### src/design/space_vector_pwm_duty_defines.svh
// Assertion macros shared by the space vector PWM duty block.
`ifndef SPACE_VECTOR_PWM_DUTY_DEFINES_SVH
`define SPACE_VECTOR_PWM_DUTY_DEFINES_SVH

// Same-cycle implication, clocked on clock, off during reset.
`define SVPD_ASSERT_IMP(lbl, ante, cons, msg) \
   lbl: assert property (@(posedge clock) disable iff (reset) (ante) |-> (cons)) \
      else $error(msg);

// Next-cycle implication, clocked on clock, off during reset.
`define SVPD_ASSERT_NXT(lbl, ante, cons, msg) \
   lbl: assert property (@(posedge clock) disable iff (reset) (ante) |=> (cons)) \
      else $error(msg);

`endif

### src/design/svpd_pkg.sv
// Types and constants of the space vector PWM duty block.
package svpd_pkg;

   localparam int unsigned DIV_STEPS = 18;

   localparam logic [17:0] Q_LIMIT      = 18'd131072;
   localparam logic [15:0] K_INV_SQRT3  = 16'd37837;
   localparam logic [16:0] K_TWO_SQRT3  = 17'd75674;
   localparam logic [15:0] PERIOD_RESET = 16'd1000;

   typedef enum logic [2:0] {
      SEC1 = 3'd0,
      SEC2 = 3'd1,
      SEC3 = 3'd2,
      SEC4 = 3'd3,
      SEC5 = 3'd4,
      SEC6 = 3'd5
   } sector_type;

   typedef struct packed {
      logic signed [15:0] v_alpha;
      logic signed [15:0] v_beta;
      logic [15:0]        bus_voltage;
   } req_type;

   typedef struct packed {
      logic [15:0] duty_u;
      logic [15:0] duty_v;
      logic [15:0] duty_w;
      logic [2:0]  sector_index;
      logic        bus_fault;
   } rsp_type;

   // Per-item control that rides alongside the divider stages.
   typedef struct packed {
      logic        sign_a;
      logic        sign_b;
      logic        ovf_a;
      logic        ovf_b;
      logic        fault;
      logic [15:0] period;
   } side_type;

endpackage

### src/design/svpd_div.sv
// Pipelined restoring divider: 18 quotient bits of (mag << 16) / den, one bit per stage.
module svpd_div (
   input  logic        clock,
   input  logic [15:0] mag,
   input  logic [15:0] den,
   output logic [17:0] quo
);
   import svpd_pkg::*;

   for (genvar k = 0; k < DIV_STEPS; k++) begin : g_step
      logic [16:0] rem_ff;
      logic [17:0] quo_ff;
      logic [15:0] den_ff;
      logic [1:0]  low_ff;
      logic [16:0] rem_prev;
      logic [17:0] quo_prev;
      logic [15:0] den_prev;
      logic [1:0]  low_prev;
      logic [16:0] trial;
      logic [16:0] rem_in;
      logic        ge;

      if (k == 0) begin : g_first
         // upper dividend bits are known to sit below den (overflow caught outside)
         assign rem_prev = {3'b000, mag[15:2]};
         assign quo_prev = '0;
         assign den_prev = den;
         assign low_prev = mag[1:0];
      end else begin : g_next
         assign rem_prev = g_step[k-1].rem_ff;
         assign quo_prev = g_step[k-1].quo_ff;
         assign den_prev = g_step[k-1].den_ff;
         assign low_prev = g_step[k-1].low_ff;
      end

      assign trial  = {rem_prev[15:0], low_prev[1]};
      assign ge     = trial >= {1'b0, den_prev};
      assign rem_in = ge ? (trial - {1'b0, den_prev}) : trial;

      always_ff @(posedge clock) begin
         rem_ff <= rem_in;
         quo_ff <= {quo_prev[16:0], ge};
         den_ff <= den_prev;
         low_ff <= {low_prev[0], 1'b0};
      end
   end

   assign quo = g_step[DIV_STEPS-1].quo_ff;

endmodule

### config.mk
export PLATFORM = sky130hd
export DESIGN_NAME = svpd_div
export DESIGN_NICKNAME = d
export VERILOG_FILES = /design/src/design/space_vector_pwm_duty_defines.svh /design/src/design/svpd_pkg.sv /design/src/design/svpd_div.sv
export SDC_FILE = /design/constraint.sdc
export NUM_CORES = 1
export LEC_CHECK = 0
export ABC_AREA = 0
export BUFFER_PORTS_ARGS = -buffer_cell sky130_fd_sc_hd__clkbuf_2
export CAP_MARGIN = 20
export CORE_MARGIN = 5
export CORE_UTILIZATION = 52
export DETAILED_ROUTE_END_ITERATION = 8
export PLACE_DENSITY = 0.78
export SLEW_MARGIN = 10
export SYNTH_ARGS = -nofsm -noshare
export SYNTH_HDL_FRONTEND = slang
export SYNTH_SLANG_ARGS = --single-unit
### constraint.sdc
create_clock -name clock -period 3.04 [get_ports clock]
set_clock_uncertainty 0.2 [all_clocks]
set_input_delay 0.152 -clock clock [delete_from_list [all_inputs] [get_ports clock]]
set_output_delay 0.152 -clock clock [all_outputs]
set_load 0.05 [all_outputs]
==> flow_summary.ini <==
[critical_path]
path_max_fanout = 7
arrival_ps = 3290
cp.required_ps = 3320
crit_type = reg -> reg
cp-start-kind = flip-flop
crit_path_end_kind = flip-flop

[clocking]
htree_levels = 3
clockBufferDepth = 3
worst_skew_pair.late_latency_ps = 620
clock-sinks = 716
clkTransAtPathRegs_ps = 60
cts_tree = built
numCtsBuffers = 71
cts_root_buffer = clkbuf_16

[sta]
fin_crit_sh_pct = 99.0
rsz0062_at_grt = yes
fin_crit_ps = 3010
fin_ws_ps = 31.1
fmax_mhz = 332
setup_violations = 0
slew_headroom_pct = 40.9
tightest_slew_ps = 878
hold_viol = 0
fin_hold_ws_ps = 28.0
slew_viol_final = 0

[die]
start_util_pct = 52.4
fp-row-count = 89
core_sq_um = 58900
io_pins = 51
die_h_um = 254
die_area_sq_um = 64300
die_w_um = 254

[placed_design]
place_congestion = 0.896
port_buffers = 50
hpwl_um = 46300
place_ws_ps = -26.5

[synth]
async_reset_ff_share_pct = 0
synth_warnings = 0
yosysTopAreaCell = dfxtp_1
ys.flop_type = dfxtp_1
synth_common_cells = dfxtp_1, inv_1, ha_1
syn_area_sq_um = 30900
syn_nets = 3442
syn_area_per_cell_sq_um = 9.93
yosysSeqAreaShare_pct = 46.5
synth_area_leaders = dfxtp_1, ha_1, mux2_2
synthCells = 3106
ys_types = 74
ys_seq_elements = 716
synth_top_area_share_pct = 46.5
synth-edff-count = 0
synth.most_common_cell = dfxtp_1

[drt]
via_per_inst = 5.37
vias = 22400
drt-wirelength-per-cell_um = 15.7
ant_nets = 0
drcViolationCount = 0
drtIter0Drc = 1355
drt-total-wl_um = 65600
first_pass_iters = 5

[grt]
grt_first_pass_wirelength_um = 104000
grt_max_degree = 26
grt_usage_pct = 19.4
use_met1_pct = 21.5
grt-ovfl-total = 0
grt_most_used_layer = met2
first_global_vias = 22400
grtUsageMet2_pct = 37.1
grt.met3_usage_pct = 3.02
antenna_found_initial = 0

[finish]
num_antenna_cells = 0
area_growth_pct = 17.2
nets = 3694
drive_gt1_share_pct = 15.8

[power_and_ir_drop]
finalPower_mw = 44.1
power_leakage_nw = 16.6
power_density_nw_per_um2 = 1220
irDropWorstVdd_mv = 0.755

[outcome]
status = complete, no violations

[run]
maxCapViolCount = 0

[hold_path]
hp-class = in -> reg
## cells in the final DEF (no fill, tap or decap), drive strengths merged, types with 31 or more instances in the layout
master / instances
dfxtp: 716
inv: 371
ha: 286
nor2: 241
a21oi: 200
mux2: 162
clkbuf: 156
o21ai: 140
nand2: 135
xnor2: 122
buf: 115
a21o: 62
nor3: 56
xor2: 54
o21a: 50
nor2b: 44
dlygate4sd3: 40
nand4: 39
o31ai: 34
nand3: 31
## cell type report
type	count	area (sq um)
Clock buffer	102	2020
Clock inverter	21	251
Inverter	367	1380
Multi-Input combinational cell	1993	15500
Sequential cell	716	14300
Tap cell	773	967
Timing Repair Buffer	209	1710
Fill cell	4564	22800
## state kept, by name, indices dropped and copies added (netlist names)
signal           cells
quo                 18
g_step.quo_prev     10
g_step.quo_ff      143
g_step.den_ff      256
g_step.den_prev     16
g_step.low_ff        1
g_step.rem_ff      256
g_step.rem_prev     16
## per-layer routing
layer,vias up,share of wire [%]
met5,-,0
met4,0,3.3
met3,157,3.8
met2,477,53
met1,10600,40
li1,11200,-
## worst paths after layout
kind	from	endpoint	slack, ps	cells after the start
worst max-delay path	g_step[0].den_ff[1]$_DFF_P_	g_step[1].rem_ff[9]$_DFF_P_	30	11
worst min-delay path	den[7]	g_step[0].den_ff[7]$_DFF_P_	30	2
worst max register to register	g_step[0].den_ff[1]$_DFF_P_	g_step[1].rem_ff[9]$_DFF_P_	30	11
worst min register to register	g_step[16].quo_ff[8]$_DFF_P_	quo[9]$_DFF_P_	110	0
## report_power, final
group	switching (mW)	internal, mW
Sequential	1.63	12.6
Clock	3.66	4.79
Combinational	10.9	10.5
Total	16.2	27.9
## critical path, cell delays in order (launching register included)
cell	delay (ps)
dfxtp_2	350
inv_2	50
ha_4	210
nor2b_2	160
o31a_1	270
o31a_1	360
o41ai_4	280
o22ai_2	170
nor3_4	210
buf_4	150
o21ai_4	110
mux2_4	350
## cells by family (layout without fill, tap and decap cells)
family / after synthesis / count (layout) / share of synthesized area [%]
fa+ha+maj: 303 / 303 / 12.7
simple gates: 662 / 662 / 10.1
xor+xnor: 176 / 176 / 5.00
flops: 716 / 716 / 46.5
compound gates: 675 / 676 / 14.4
buf+inv: 398 / 699 / 4.98
mux: 176 / 176 / 6.37
## stage by stage
step | setup TNS, ps | util (%) | std cells | area, sq um
final | 0 | 61.4 | 4181 | 36200
after global routing | -1440 | 61.4 | 4181 | 36200
after CTS | 0 | 60.2 | 4159 | 35500
after detailed placement | -36.5 | 55.6 | 3995 | 32800
after global placement | 0 | 55.6 | 3995 | 32800
after floorplan | 0 | - | 3106 | 30900
## timing repair
action                                 CTS  global route
cloned                                   0             5
buffers inserted                         1            17
endpoints found under the hold margin   34             0
setup endpoints to repair               37           180
pin swaps                                2            31
resized for setup                        4           108
hold buffers                            40             0
(Power assumes the default switching activity.)
